$ cat config.mk
export PLATFORM = sky130hd
export DESIGN_NAME = hfd_out_fifo
export DESIGN_NICKNAME = d
export VERILOG_FILES = /design/src/rtl/hfd_pkg.sv /design/src/rtl/hfd_out_fifo.sv
export SDC_FILE = /design/constraint.sdc
export NUM_CORES = 1
export LEC_CHECK = 0
export ABC_AREA = 1
export CORE_ASPECT_RATIO = 1.4
export CORE_MARGIN = 2
export CORE_UTILIZATION = 45
export CTS_CLUSTER_DIAMETER = 150
export CTS_CLUSTER_SIZE = 12
export DETAILED_ROUTE_END_ITERATION = 12
export DONT_BUFFER_PORTS = 1
export RECOVER_POWER = 100
export SLEW_MARGIN = 10
export SYNTH_ARGS = -nofsm -noshare
export SYNTH_HDL_FRONTEND = slang
export SYNTH_SLANG_ARGS = --single-unit
$ cat constraint.sdc
create_clock -name aclk -period 1.1 [get_ports aclk]
set_input_delay 0.11 -clock aclk [delete_from_list [all_inputs] [get_ports aclk]]
set_output_delay 0.11 -clock aclk [all_outputs]
set_load 0.02 [all_outputs]
$ cat src/rtl/hfd_pkg.sv
// Shared types and constants for the Huffman tree-walk decoder.
// No dependencies; every other file of the block imports this package.
`default_nettype none

package hfd_pkg;

    // Node index width and the number of indices it can address
    localparam int IDX_W    = 9;
    localparam int IDX_SPAN = 2 ** IDX_W;
    localparam int SYM_W    = 8;

    // Input item kinds carried on s_tuser
    localparam logic OP_WRITE_NODE = 1'b0;
    localparam logic OP_DECODE_BIT = 1'b1;

    // Result status carried on m_tuser
    localparam logic ST_SYMBOL        = 1'b0;
    localparam logic ST_MISSING_CHILD = 1'b1;

    // One node table entry (28 bits)
    typedef struct packed {
        logic [IDX_W-1:0] left_child;
        logic [IDX_W-1:0] right_child;
        logic             left_present;
        logic             right_present;
        logic [SYM_W-1:0] leaf_symbol;
    } node_t;

    // One input item after unpacking
    typedef struct packed {
        logic             operation;
        logic [IDX_W-1:0] node_slot;
        node_t            node;
        logic             code_bit;
        logic             last_bit;
    } in_item_t;

    // One result item
    typedef struct packed {
        logic [SYM_W-1:0] symbol;
        logic             status;
    } result_t;

    // Node table access request from the walk control
    typedef struct packed {
        logic             wr_en;
        logic [IDX_W-1:0] wr_addr;
        node_t            wr_data;
        logic             rd_en;
        logic [IDX_W-1:0] rd_addr;
    } mem_req_t;

    // Walk control states
    typedef enum logic [1:0] {
        WALK_IDLE,
        WALK_FETCH,
        WALK_REFRESH,
        WALK_LOAD
    } walk_state_t;

endpackage

`default_nettype wire

$ cat src/rtl/hfd_out_fifo.sv
// Two-entry result queue between the walk control and the m_ channel.
// Depends on hfd_pkg for the result type.
`default_nettype none

module hfd_out_fifo (
    input  wire logic              aclk,
    input  wire logic              aresetn,
    input  wire logic              push,
    input  wire hfd_pkg::result_t  push_data,
    output logic                   full,
    output logic                   out_valid,
    input  wire logic              out_ready,
    output hfd_pkg::result_t       out_data
);
    import hfd_pkg::*;

    result_t    slot_reg [2];
    logic       wr_ptr_reg, wr_ptr_next;
    logic       rd_ptr_reg, rd_ptr_next;
    logic [1:0] count_reg, count_next;
    logic       pop;

    assign out_valid = (count_reg != 2'd0);
    assign full      = (count_reg == 2'd2);
    assign out_data  = slot_reg[rd_ptr_reg];
    assign pop       = out_valid && out_ready;

    // Advance pointers and count
    always_comb begin
        wr_ptr_next = wr_ptr_reg ^ push;
        rd_ptr_next = rd_ptr_reg ^ pop;
        count_next  = count_reg;
        if (push && !pop) begin
            count_next = count_reg + 2'd1;
        end else if (pop && !push) begin
            count_next = count_reg - 2'd1;
        end
    end

    always_ff @(posedge aclk) begin
        if (!aresetn) begin
            wr_ptr_reg <= 1'b0;
            rd_ptr_reg <= 1'b0;
            count_reg  <= 2'd0;
        end else begin
            wr_ptr_reg <= wr_ptr_next;
            rd_ptr_reg <= rd_ptr_next;
            count_reg  <= count_next;
        end
    end

    // Hold result payload
    always_ff @(posedge aclk) begin
        if (push) begin
            slot_reg[wr_ptr_reg] <= push_data;
        end
    end

endmodule

`default_nettype wire

==> flow_metrics.env <==
export IMPL_synth_top_cell_area_share_pct=60.17
export IMPL_cts_buffers_inserted=3
export IMPL_syn_num_nets=77
export IMPL_synth_area_leaders="sky130_fd_sc_hd__edfxtp_1 (60%), sky130_fd_sc_hd__mux2_2 (11%), sky130_fd_sc_hd__dfxtp_1 (11%)"
export IMPL_clock_latency_ns=0.30
export IMPL_placed_cell_count=87
export IMPL_setup_violations_final=11
export IMPL_timing_setup_tns_ns=-1.381
export IMPL_skew_ns=0.005555
export IMPL_final_min_period_over_clock_period_pct=113.9
export IMPL_synth_yosys_warnings=0
export IMPL_netlist_area_um2=898.4
export IMPL_first_global_vias=552
export IMPL_layout_min_cycle_time_ns=1.252
export IMPL_drive_gt1_share_pct=38.10
export IMPL_cp_required_ns=0.99
export IMPL_detailed_router_iteration_count_before_antenna_repair=3
export IMPL_yosys_area_top_type="sky130_fd_sc_hd__edfxtp_1"
export IMPL_syn_mean_instance_area_um2=14.73
export IMPL_pin_count=24
export IMPL_power_mw=1.951
export IMPL_cp_arrival_ns=1.14
export IMPL_global_route_wire_length_before_repair_um=2359
export IMPL_ys_seq_area_share_pct=71.31
export IMPL_area_growth_syn_to_layout_pct=35.10
export IMPL_floorplan_die_area_mm2=0.002375
export IMPL_synthCells=61
export IMPL_worst_setup_path_type="flop to output pin"
export IMPL_final_max_slew_viol_count=0
export IMPL_portBuffers=0
export IMPL_worst_slew_pin_transition_ns=0.2342
export IMPL_worst_r2r_endpoint="count_reg[1]"
export IMPL_grt_max_degree=14
export IMPL_slew_hr_pct=84.39
export IMPL_cap_viol_max_count=0
export IMPL_numClockSinks=23
export IMPL_ys_ff_latch=23
export IMPL_fin_nets=101
export IMPL_route_vias_total=526
export IMPL_finalWeightedCongestion=0.5874
export IMPL_r2r_start="count_reg[1]"
export IMPL_initial_utilization_pct=46.65
export IMPL_yosysUniqueCellTypes=14
export IMPL_grt_antenna_before_repair=0
export IMPL_overflow=0
export IMPL_placement_rows=19
export IMPL_critPathMaxFanout=9
export IMPL_rr_worst_depth=9
export IMPL_design_core_area_mm2=0.001926
export IMPL_placed_wire_length_estimate_um=983.9
export IMPL_clock_tree_htree_level_count=1
export IMPL_ant_nets=0
export IMPL_number_of_fill_cells_in_the_layout=156
export IMPL_holdWs_ns=0.07919
export IMPL_vdd_drop_max_mv=0.9512
export IMPL_fp_dieW_um=41.76
export IMPL_routed_length_per_instance_um=13.42
export IMPL_grtUsageTotal_pct=13.55
export IMPL_multi_input_combinational_cell_area_um2=296.5
export IMPL_finalWorstSetupSlack_ns=-0.1524
export IMPL_clk_pin_slew_worst_paths_ns=0.12
export IMPL_path_cells="buf_12 -> mux2_4"
export IMPL_power_density_mw_per_mm2=1607
export IMPL_critical_path_endpoint_type="output pin"
export IMPL_cts_buffer_depth=2
export IMPL_timing_fmax_mhz=798.5
export IMPL_drt_initial_drc_count=11
export IMPL_final_hold_violation_count=0
export IMPL_regArea_um2=643.1
export IMPL_cts_tree="yes"
export IMPL_detail_route_wirelength_um=1409
export IMPL_leakagePower_nw=0.4835
export IMPL_drcViolationCount=0
export IMPL_grt_setup_unrepaired="true"
export IMPL_worstHoldPathType="primary input to flop"
export IMPL_r2r_setup_slack_ns=-0.04
export IMPL_setup_worst_path_start_class="flop"
export IMPL_antenna_cells=0
export IMPL_status="complete, but fails checks"
export IMPL_via_count_normalized_by_instance_count=5.010
export IMPL_critical_path_endpoint="out_data[6]"
export IMPL_die_height_um=56.87
export IMPL_finish_cell_count_without_fillers=105
export IMPL_slowest_stage="sky130_fd_sc_hd__dfxtp_2"
export IMPL_crit_path_max_incr_delay_ns=0.36
export IMPL_cts_root_buffer="sky130_fd_sc_hd__clkbuf_4"
export IMPL_violated_checks="setup timing"
export IMPL_largest_reg_flops=18
==> cells in the mapped netlist <==
cell type                  instances
sky130_fd_sc_hd__edfxtp_1         18
sky130_fd_sc_hd__mux2_2            9
sky130_fd_sc_hd__inv_1             6
sky130_fd_sc_hd__dfxtp_1           5
sky130_fd_sc_hd__nand2_1           5
sky130_fd_sc_hd__nor2_1            5
sky130_fd_sc_hd__ha_1              3
sky130_fd_sc_hd__a21oi_1           2
sky130_fd_sc_hd__nand2_2           2
sky130_fd_sc_hd__nand3_1           2
sky130_fd_sc_hd__buf_6             1
sky130_fd_sc_hd__inv_2             1
sky130_fd_sc_hd__nand4_1           1
sky130_fd_sc_hd__o21ai_0           1
==> cells by family (layout without fill, tap and decap cells) <==
group / Yosys count / count (layout) / synth area share (%)
flip-flops: 23 / 23 / 71.31
AND/OR/NAND/NOR: 15 / 15 / 7.382
multiplexers: 9 / 9 / 11.28
buffers and inverters: 8 / 31 / 4.178
adder cells (fa/ha/maj): 3 / 3 / 4.179
AO/OA/AOI/OAI: 3 / 3 / 1.671
==> routing by layer <==
metal	routed length, µm	GRT usage [%]	up-vias
met1	557	14.56	250
met5	0	0	-
met4	12	8.295	0
met3	72	2.572	2
met2	767	23.88	15
li1	-	-	259
==> worst min path at each step <==
stage / start / slack (ns) / to / cells after the start
2_1_floorplan: push_data[0] / 0.21 / slot_reg[0][0] / 0
3_3_place_gp: push_data[2] / 0.21 / slot_reg[1][2] / 0
3_5_place_dp: push_data[8] / 0.21 / slot_reg[0][8] / 0
4_1_cts: out_ready / 0.06 / count_reg[0] / 3
5_1_grt: out_ready / 0.07 / count_reg[0] / 3
6_report: out_ready / 0.08 / count_reg[0] / 3
==> worst max-delay path, delay by kind of cell (launching register included) <==
| kind | cells | cell delay (ns) |
|---|---|---|
| multiplexers | 1 | 0.34 |
| buffers and inverters | 1 | 0.14 |
| flip-flops | 1 | 0.36 |
==> area by class of cell <==
class	count	share of cell area (%)
Timing Repair Buffer	20	15.98
Sequential cell	23	52.99
Inverter	7	2.165
Multi-Input combinational cell	30	24.43
Tap cell	21	2.165
Clock buffer	3	1.856
Clock inverter	1	0.4124
==> stage by stage <==
stage	utilization (%)	instance area [µm²]	worst slack, ns
final	63.03	1214	-0.1524
after global placement	51.40	989.7	-0.04282
after detailed placement	51.40	989.7	-0.06031
after global routing	63.03	1214	-0.2040
after floorplan	-	917.1	-0.06169
after CTS	63.09	1215	-0.1687
==> timing repair <==
action                                  4_1_cts  5_1_grt
endpoints found under the setup margin       20       12
resized for setup                            19        2
pin swaps                                     7        6
buffers inserted                              2        0
hold buffers                                 12        0
hold endpoints to repair                     23        0
==> power by group <==
part | switching (mW) | total (mW) | internal, mW
combinational | 0.281 | 0.543 | 0.262
sequential | 0.0262 | 1.04 | 1.01
clock | 0.232 | 0.367 | 0.135
==> cells in the final DEF (no fill, tap or decap), drive strengths merged <==
cell type     n
a21oi         2
buf           6
clkbuf        5
clkinv        1
dfxtp         5
dlygate4sd3  12
edfxtp       18
ha            3
inv           7
mux2          9
nand2         7
nand3         2
nand4         1
nor2          5
o21ai         1
(Power assumes the default switching activity.)
