**src/rtl/hfd_pkg.sv**
```systemverilog
// Shared types and constants for the Huffman tree-walk decoder.
// No dependencies; every other file of the block imports this package.
`default_nettype none

package hfd_pkg;

    // Node index width and the number of indices it can address
    localparam int IDX_W    = 9;
    localparam int IDX_SPAN = 2 ** IDX_W;
    localparam int SYM_W    = 8;

    // Input item kinds carried on s_tuser
    localparam logic OP_WRITE_NODE = 1'b0;
    localparam logic OP_DECODE_BIT = 1'b1;

    // Result status carried on m_tuser
    localparam logic ST_SYMBOL        = 1'b0;
    localparam logic ST_MISSING_CHILD = 1'b1;

    // One node table entry (28 bits)
    typedef struct packed {
        logic [IDX_W-1:0] left_child;
        logic [IDX_W-1:0] right_child;
        logic             left_present;
        logic             right_present;
        logic [SYM_W-1:0] leaf_symbol;
    } node_t;

    // One input item after unpacking
    typedef struct packed {
        logic             operation;
        logic [IDX_W-1:0] node_slot;
        node_t            node;
        logic             code_bit;
        logic             last_bit;
    } in_item_t;

    // One result item
    typedef struct packed {
        logic [SYM_W-1:0] symbol;
        logic             status;
    } result_t;

    // Node table access request from the walk control
    typedef struct packed {
        logic             wr_en;
        logic [IDX_W-1:0] wr_addr;
        node_t            wr_data;
        logic             rd_en;
        logic [IDX_W-1:0] rd_addr;
    } mem_req_t;

    // Walk control states
    typedef enum logic [1:0] {
        WALK_IDLE,
        WALK_FETCH,
        WALK_REFRESH,
        WALK_LOAD
    } walk_state_t;

endpackage

`default_nettype wire

```
**src/rtl/hfd_walk.sv**
```systemverilog
// Tree-walk control: keeps the current and root nodes, issues table reads
// and writes, and forms results. Depends on hfd_pkg.
`default_nettype none

module hfd_walk #(
    parameter int NODE_COUNT = 512
) (
    input  wire logic                       aclk,
    input  wire logic                       aresetn,
    input  wire logic                       cfg_wr_en,
    input  wire logic [hfd_pkg::IDX_W-1:0]  cfg_wr_data,
    input  wire logic                       in_valid,
    output logic                            in_ready,
    input  wire hfd_pkg::in_item_t          in_item,
    output hfd_pkg::mem_req_t               mem_req,
    input  wire hfd_pkg::node_t             mem_rd_data,
    input  wire logic                       res_full,
    output logic                            res_push,
    output hfd_pkg::result_t                res_data
);
    import hfd_pkg::*;

    localparam int DEPTH = (NODE_COUNT < IDX_SPAN) ? NODE_COUNT : IDX_SPAN;
    localparam logic [IDX_W:0] DEPTH_W = (IDX_W + 1)'(DEPTH);

    walk_state_t      state_reg, state_next;
    logic [IDX_W-1:0] root_reg, root_next;
    logic [IDX_W-1:0] walk_pos_reg, walk_pos_next;
    node_t            cur_node_reg, cur_node_next;
    node_t            root_node_reg, root_node_next;
    logic [IDX_W-1:0] fetch_idx_reg, fetch_idx_next;
    logic             fetch_last_reg, fetch_last_next;

    logic             accept;
    logic             is_decode;
    logic             cur_leaf;
    logic             cur_missing;
    logic [IDX_W-1:0] child_idx;
    logic             ne_leaf;
    logic             slot_in_range;

    assign in_ready  = (state_reg == WALK_IDLE) && !res_full;
    assign accept    = in_valid && in_ready;
    assign is_decode = (in_item.operation == OP_DECODE_BIT);

    // Classify the current node against the incoming bit
    assign cur_leaf    = !cur_node_reg.left_present && !cur_node_reg.right_present;
    assign cur_missing = in_item.code_bit ? !cur_node_reg.right_present
                                          : !cur_node_reg.left_present;
    assign child_idx   = in_item.code_bit ? cur_node_reg.right_child
                                          : cur_node_reg.left_child;
    assign ne_leaf     = !mem_rd_data.left_present && !mem_rd_data.right_present;
    assign slot_in_range = {1'b0, in_item.node_slot} < DEPTH_W;

    // Next state
    always_comb begin
        state_next = state_reg;
        unique case (state_reg)
            WALK_IDLE: begin
                if (accept && is_decode && !cur_leaf && !cur_missing) begin
                    state_next = WALK_FETCH;
                end
            end
            WALK_FETCH:   state_next = WALK_IDLE;
            WALK_REFRESH: state_next = WALK_LOAD;
            WALK_LOAD:    state_next = WALK_IDLE;
            default:      state_next = WALK_IDLE;
        endcase
        if (cfg_wr_en) begin
            state_next = WALK_REFRESH;
        end
    end

    // Datapath and outputs
    always_comb begin
        root_next       = root_reg;
        walk_pos_next   = walk_pos_reg;
        cur_node_next   = cur_node_reg;
        root_node_next  = root_node_reg;
        fetch_idx_next  = fetch_idx_reg;
        fetch_last_next = fetch_last_reg;
        mem_req         = '0;
        res_push        = 1'b0;
        res_data        = '0;

        unique case (state_reg)
            WALK_IDLE: begin
                if (accept && !is_decode) begin
                    // Write the node; keep cached copies coherent
                    mem_req.wr_en   = 1'b1;
                    mem_req.wr_addr = in_item.node_slot;
                    mem_req.wr_data = in_item.node;
                    if (slot_in_range && in_item.node_slot == walk_pos_reg) begin
                        cur_node_next = in_item.node;
                    end
                    if (slot_in_range && in_item.node_slot == root_reg) begin
                        root_node_next = in_item.node;
                    end
                end else if (accept) begin
                    if (cur_leaf || cur_missing) begin
                        // Emit leaf symbol or missing-child error, back to root
                        res_push        = 1'b1;
                        res_data.status = cur_leaf ? ST_SYMBOL : ST_MISSING_CHILD;
                        res_data.symbol = cur_leaf ? cur_node_reg.leaf_symbol : '0;
                        walk_pos_next   = root_reg;
                        cur_node_next   = root_node_reg;
                    end else begin
                        // Fetch the child node
                        mem_req.rd_en   = 1'b1;
                        mem_req.rd_addr = child_idx;
                        fetch_idx_next  = child_idx;
                        fetch_last_next = in_item.last_bit;
                    end
                end
            end
            WALK_FETCH: begin
                if (ne_leaf) begin
                    res_push        = 1'b1;
                    res_data.status = ST_SYMBOL;
                    res_data.symbol = mem_rd_data.leaf_symbol;
                end
                if (ne_leaf || fetch_last_reg) begin
                    walk_pos_next = root_reg;
                    cur_node_next = root_node_reg;
                end else begin
                    walk_pos_next = fetch_idx_reg;
                    cur_node_next = mem_rd_data;
                end
            end
            WALK_REFRESH: begin
                // Read the root entry after a root change
                mem_req.rd_en   = 1'b1;
                mem_req.rd_addr = root_reg;
            end
            WALK_LOAD: begin
                root_node_next = mem_rd_data;
                cur_node_next  = mem_rd_data;
            end
            default: begin
                walk_pos_next = root_reg;
            end
        endcase

        // Root change restarts the walk
        if (cfg_wr_en) begin
            root_next     = cfg_wr_data;
            walk_pos_next = cfg_wr_data;
        end
    end

    always_ff @(posedge aclk) begin
        if (!aresetn) begin
            state_reg    <= WALK_IDLE;
            root_reg     <= '0;
            walk_pos_reg <= '0;
        end else begin
            state_reg    <= state_next;
            root_reg     <= root_next;
            walk_pos_reg <= walk_pos_next;
        end
    end

    // Hold cached nodes and fetch context
    always_ff @(posedge aclk) begin
        cur_node_reg   <= cur_node_next;
        root_node_reg  <= root_node_next;
        fetch_idx_reg  <= fetch_idx_next;
        fetch_last_reg <= fetch_last_next;
    end

endmodule

`default_nettype wire

```
**config.mk**
```make
export PLATFORM = sky130hd
export DESIGN_NAME = hfd_walk
export DESIGN_NICKNAME = d
export VERILOG_FILES = /design/src/rtl/hfd_pkg.sv /design/src/rtl/hfd_walk.sv
export SDC_FILE = /design/constraint.sdc
export NUM_CORES = 1
export LEC_CHECK = 0
export BUFFER_PORTS_ARGS = -buffer_cell sky130_fd_sc_hd__buf_4
export CAP_MARGIN = 20
export CORE_ASPECT_RATIO = 0.6
export CORE_MARGIN = 2
export CORE_UTILIZATION = 35
export DETAILED_ROUTE_END_ITERATION = 10
export PLACE_DENSITY = 0.54
export SLEW_MARGIN = 10
export SYNTH_ARGS = -nofsm -noshare
export SYNTH_HDL_FRONTEND = slang
export SYNTH_SLANG_ARGS = --single-unit
```
**constraint.sdc**
```tcl
create_clock -name aclk -period 4.1 [get_ports aclk]
set_input_delay 0.82 -clock aclk [delete_from_list [all_inputs] [get_ports aclk]]
set_output_delay 0.82 -clock aclk [all_outputs]
set_load 0.05 [all_outputs]
```
==> results.md, run 1 <==
- Gp weighted congestion: ~0.79
- Area occupied by multi-input gates: around 0.0025 mm²
- DRT Pass-1 Iters: 5
- Initial Utilization: 0.356
- Warnings, synthesis: 0
- CTS tree: built
- Lkg Pwr: roughly 2.8 nW
- CTS root buf: clkbuf_16
- Critical Path Start: state_reg[0]
- PwrDens: 373 mW/mm²
- Vias in the first global route: 4,149
- Netlist cell types: 41
- Period utilization: 0.811
- Initial antenna violation count: 0
- Share of post-route cells with drive strength above 1: 0.300
- Sum Neg Setup Slack: 0 ns
- Std cell rows: 34
- CTS resizes: 0
- Via Count: between 4,000 and 5,000
- Hold Path Origin: walk_pos_reg[0]
- Reg2reg start: state_reg[0]
- EDFF count, synth: 66
- Final std cells w/o fill: around 800
- Sequential cell area: 0.00238 mm²
- Post-DP Area: between 0.006 and 0.007 mm²
- Fillers: approximately 1,400
- Layout overhead on the synthesized area: 29.6%
- Util after Layout: 0.461
- Placed insts: 782
- Hold Path Class: reg -> reg
- Maximum vdd drop: between 0.15 and 0.2 mV
- # setup viols final: 0
- Syn Nets: approximately 560
- Skew-Pair Late Insertion Delay: roughly 0.34 ns
- DRC errors left: 0
- Hold-fix buffers at CTS: 0
- Fin crit period: approximately 3.3 ns
- Via/cell ratio: 5.13
- CP endpoint kind: primary output
- Clock Skews: slightly above 0.01 ns
- Post-synth ARST share: 0
- Antenna viol nets, final: 0
- Pins Over Slew Limit: 0
- Critical path class: reg -> out
- Design area: 0.00663 mm²
- Avg Synthesized Cell Area: 10.9 µm²
- # diodes: 0
- Slew Limit Headroom: 0.468
- Final hold viol count: 0
- Largest net degree at the start of global routing: 57
- Status: completed
- FF+latch count, synth: between 80 and 90
- Bufs on Longest Clock Path: 2
- Worst EP required: 3.28 ns
- Most used DFF post-synth: edfxtp_1
- Wire per inst: approximately 18 µm
- CP Max Fanout: 35
- Worst-case reg-to-reg path depth: 7
- Crit start category: flip-flop
- Cts bufs inserted: 9
- Seq/Total Area, Yosys: 0.465
- Layout Nets: ~700
- Synth Instances: 470
- Crit path to: mem_req[12]
- Final worst slack: between 0.7 and 0.8 ns
- Worst slack, placed: about 1 ns
- Port bufs: 140
- Detailed Route WL: between 10,000 and 15,000 µm
- Chip width: approximately 160 µm
- Fmax: 301 MHz
- Core area: 0.0144 mm²
- Hold slack final: roughly 0.56 ns
- Clock transition at the registers of the reported paths: 0.06 ns
- Post-Syn Area: slightly above 0.005 mm²
- Post-DP HPWL: about 10,000 µm
- Overall die area: 0.0156 mm²
- RSZ-0062 raised after global routing: false
- Post-CTS setup buffer count: 0
- CTS HTree Levels: 3
- First-pass GRT wire length: 22,200 µm
- Reg2reg setup slack: around 1.1 ns
- Clock sinks: 86
- Max Cap Violations: 0
- Global-route usage over all layers: 0.184
- Drt initial violations: 212
- Capture point of the worst reg-to-reg path: root_node_reg[10]
- Tot Pwr: about 2.5 mW
- I/O Pins: 141
- Worst Path Arrival: ~2.5 ns
- Slew @ Worst Pin: roughly 0.80 ns
- Die Ht: 97.7 µm
- Total grt overflow: 0
[cell usage after synthesis, types with 5 or more instances]
master    instances  area [µm²]
mux2i_1          74         741
edfxtp_1         66        1980
and2_1           37         231
inv_1            32         120
nand2_1          32         120
o21ai_0          30         150
o221ai_1         28         245
dfxtp_1          20         400
a22o_1           17         149
clkbuf_1         14        52.6
nand4b_1         10        87.6
nor2b_1          10        62.6
mux2_2            9         101
nand3_1           9        45.0
xnor2_1           9        78.8
xor2_1            9        78.8
buf_4             8        60.1
o311ai_0          8        70.1
buf_2             7        35.0
ha_1              5        62.6
[report_power, final]
part           switching [mW]  total, mW  internal, mW
logic                   0.336      0.561         0.224
clock network           0.322      0.787         0.464
registers              0.0484       1.13          1.08
total                   0.707       2.48          1.77
[kinds of logic (layout without fill, tap and decap cells)]
logic type               Yosys count  in the layout  synth area share
AND/OR/NAND/NOR                  118            118             0.131
AO/OA/AOI/OAI                     91             91             0.133
flip-flops                        86             86             0.465
multiplexers                      84             84             0.169
buffers and inverters             68            198            0.0591
XOR/XNOR                          18             18            0.0308
adder cells (fa/ha/maj)            5              5            0.0122
[cells in the final DEF, fill, tap and decap left out, types with 2 or more instances in the layout]
master,count
a22o_1,17
and2_1,37
buf_4,149
clkbuf_1,4
clkbuf_16,10
dfxtp_1,20
edfxtp_1,66
ha_1,4
inv_1,32
mux2_2,9
mux2i_1,74
nand2_1,32
nand2b_1,4
nand3_1,9
nand4_1,3
nand4b_1,10
nor2_1,4
nor2b_1,10
nor3_1,3
o21ai_0,30
o221ai_1,28
o311ai_0,8
or2_2,2
xnor2_1,9
xor2_1,9
[area by class of cell]
type	instances	area share
inverter	33	0.0187
clock inverter	1	0.000754
multi-input combinational	316	0.373
clock buffer	15	0.0421
sequential	86	0.359
timing repair buffer	149	0.169
tap	198	0.0373
[per-layer routing]
layer,GRT usage,routed length (µm),vias to the layer above,part of all wire
met5,0,0,-,0
met4,0.0312,69,0,0.0049
met3,0.0512,902,6,0.064
met2,0.281,6060,127,0.43
met1,0.263,7110,1955,0.50
li1,-,-,2002,-
[worst min-delay path by stage]
stage	endpoint	cells past startpoint	slack (ns)
6_report	walk_pos_reg[0]	2	0.56
5_1_grt	walk_pos_reg[0]	2	0.60
4_1_cts	walk_pos_reg[0]	2	0.56
3_5_place_dp	walk_pos_reg[8]	2	0.54
3_3_place_gp	walk_pos_reg[0]	2	0.53
2_1_floorplan	walk_pos_reg[8]	2	0.50
[critical path, cell delays in order, from the launching register on]
cell and delay, ns:
dfxtp_1 0.35, inv_1 0.12, ha_1 0.42, and4bb_4 0.46
buf_4 0.40, and2_1 0.19, buf_4 0.19
(Power assumes the default switching activity.)
==> inputs of run 2 (changes only) <==
--- a/config.mk
+++ b/config.mk
@@ -11,7 +11,7 @@
 export CORE_MARGIN = 2
 export CORE_UTILIZATION = 35
 export DETAILED_ROUTE_END_ITERATION = 10
-export PLACE_DENSITY = 0.54
+export PLACE_DENSITY = 0.56
 export SLEW_MARGIN = 10
 export SYNTH_ARGS = -nofsm -noshare
 export SYNTH_HDL_FRONTEND = slang
==> constraint.sdc (replaced) <==
create_clock -name aclk -period 2.87 [get_ports aclk]
set_input_delay 0.574 -clock aclk [delete_from_list [all_inputs] [get_ports aclk]]
set_output_delay 0.574 -clock aclk [all_outputs]
set_load 0.05 [all_outputs]
==> run 2 against run 1 <==
- setup slack worse by 0.66 ns
- critical path depth is the same
- total power is 42% higher
- sequential power is 42% higher
- via count increased by 1.6%
- non-clock buffer count grew 2
- sequential share of layout area shrank 0.30 points
- core utilization grew 0.38 points
- worst hold slack lost 0.15 ns
- cell area up 0.83%
- largest power group unchanged
==> results.md, run 2 (synthesis gave the netlist of run 1 again) <==
- Flop pwr share: 0.460
- Maximum vdd drop: 0.254 mV
- Worst EP required: around 2.3 ns
- Clock Skews: 0.00550 ns
- CTS tree: built
- Top Layer Used: met4
- Die Ht: 97.7 µm
- Detailed Route WL: 14,400 µm
- WL met2: approximately 6000 µm
- Via Count: 4,154
- Slew Limit Headroom: 0.490
- Gate power share: 0.236
- Initial antenna violation count: 0
- Overall die area: between 0.015 and 0.02 mm²
- Antenna viol nets, final: 0
- Largest net degree at the start of global routing: 57
- # setup viols final: 0
- Share of post-route cells with drive strength above 1: 0.307
- Sw Ratio: 0.291
- Most frequent cells in the layout: buf_4 (147), mux2i_1 (74), edfxtp_1 (66)
- DRC errors left: 0
- Slew @ Worst Pin: ~0.76 ns
- Layout overhead on the synthesized area: 30.6%
- Worst Path Arrival: ~2.2 ns
- Skew-Pair Late Insertion Delay: ~0.34 ns
- Gp weighted congestion: approximately 0.77
- Period utilization: 0.959
- Via/cell ratio: about 5.2
- Sw Pwr: between 1 and 1.5 mW
- CTS root buf: clkbuf_16
- # diodes: 0
- CP Max Fanout: 30
- Wire per inst: between 15 and 20 µm
- Port bufs: 140
- Hold slack final: 0.410 ns
- I/O Pins: 141
- Final hold viol count: 0
- Met1 wire length: between 7000 and 8000 µm
- Crit start category: flip-flop
- PwrDens: ~520 mW/mm²
- Status: completed
- DRT Pass-1 Iters: 4
- Clock transition at the registers of the reported paths: 0.06 ns
- Max Cap Violations: 0
- Met3 wire len: between 800 and 900 µm
- Clock sinks: between 80 and 90
- Reg2reg setup slack: slightly below 0.5 ns
- Sum Neg Setup Slack: 0 ns
- Commonest non-fill, non-tap cell in the layout: buf_4
- Hold Path Class: in -> reg
- CP endpoint kind: primary output
- Fin crit period: roughly 2.8 ns
- Pins Over Slew Limit: 0
- RSZ-0062 raised after global routing: false
- Core area: around 0.014 mm²
- Initial Utilization: 0.356
- Total grt overflow: 0
- Drt initial violations: about 240
- Bufs on Longest Clock Path: 2
- First-pass GRT wire length: approximately 23,000 µm
- CTS HTree Levels: 3
- Std cell rows: 34
- Fmax: ~360 MHz
- Internal Dissipation: roughly 2.5 mW
- Fillers: roughly 1,400
- Clock Power Share: 0.305
- Post-DP HPWL: between 10,000 and 15,000 µm
- Layout Nets: 684
- Chip width: 160 µm
- Critical path class: reg -> out
- Hold-fix buffers at CTS: 0
- Cts bufs inserted: 9
- Global-route usage over all layers: 0.188
- Lkg Pwr: around 2.8 nW
- Vias in the first global route: between 4,000 and 5,000
[run 2: cell count changes in the layout (fill, tap and decap cells not counted), moves of 2 or more]
cell / previous run / this run
buf_12: 0 / 4
clkbuf_1: 4 / 1
buf_4: 149 / 147
clkinv_2: 1 / 3
[run 2: area by class of cell]
type | count | area [µm²] | area share
clock inverters | 5 | 26.3 | 0.00393
clock buffers | 11 | 243 | 0.0363
inverters | 33 | 126 | 0.0189
flip-flops and latches | 86 | 2380 | 0.356
well taps | 198 | 248 | 0.0370
multi-input cells | 316 | 2480 | 0.371
repair buffers | 151 | 1180 | 0.177
[run 2: repair_timing]
action / in CTS / in global routing
endpoints found under the setup margin: 9 / 30
setup buffers: 0 / 0
gates resized for setup: 1 / 1
[run 2: metal layers]
layer / global-route usage / up-vias
li1: - / 2010
met1: 0.279 / 2005
met2: 0.275 / 127
met3: 0.0457 / 12
met4: 0.0381 / 0
met5: 0 / -
[run 2: worst paths after layout]
path | from | to | cells past startpoint
worst max register to register | state_reg[0] | root_node_reg[26] | 7
worst min register to register | walk_pos_reg[0] | walk_pos_reg[0] | 2
worst min-delay path | in_item[0] | fetch_last_reg | 1
worst max-delay path | state_reg[0] | mem_req[32] | 6
[run 2: worst max-delay path: stages, from the launching register on]
cell and delay, ns:
dfxtp_1 0.34, inv_1 0.12, ha_2 0.31, and4bb_4 0.30, buf_4 0.36, and2_1 0.19, buf_4 0.20
[run 2: per-stage QoR]
step           std cells  cell area (µm²)  utilization  total power [mW]  setup WS (ns)
5_1_grt              800             6690        0.465              3.67         0.0136
3_5_place_dp         784             6410        0.446              2.47          0.305
2_1_floorplan        470             5130            -              2.12         0.0685
4_1_cts              800             6690        0.465              3.55         0.0115
3_3_place_gp         784             6410        0.446              2.45          0.423
6_report             800             6690        0.465              3.51          0.117
[run 2: power groups by stage]
stage / Clock [mW] / Combinational (mW) / Sequential (mW)
floorplan: 0 / 0.507 / 1.62
global placement: 0 / 0.817 / 1.63
detailed placement: 0 / 0.831 / 1.64
CTS: 1.11 / 0.834 / 1.61
global route: 1.14 / 0.899 / 1.63
finish: 1.07 / 0.828 / 1.61
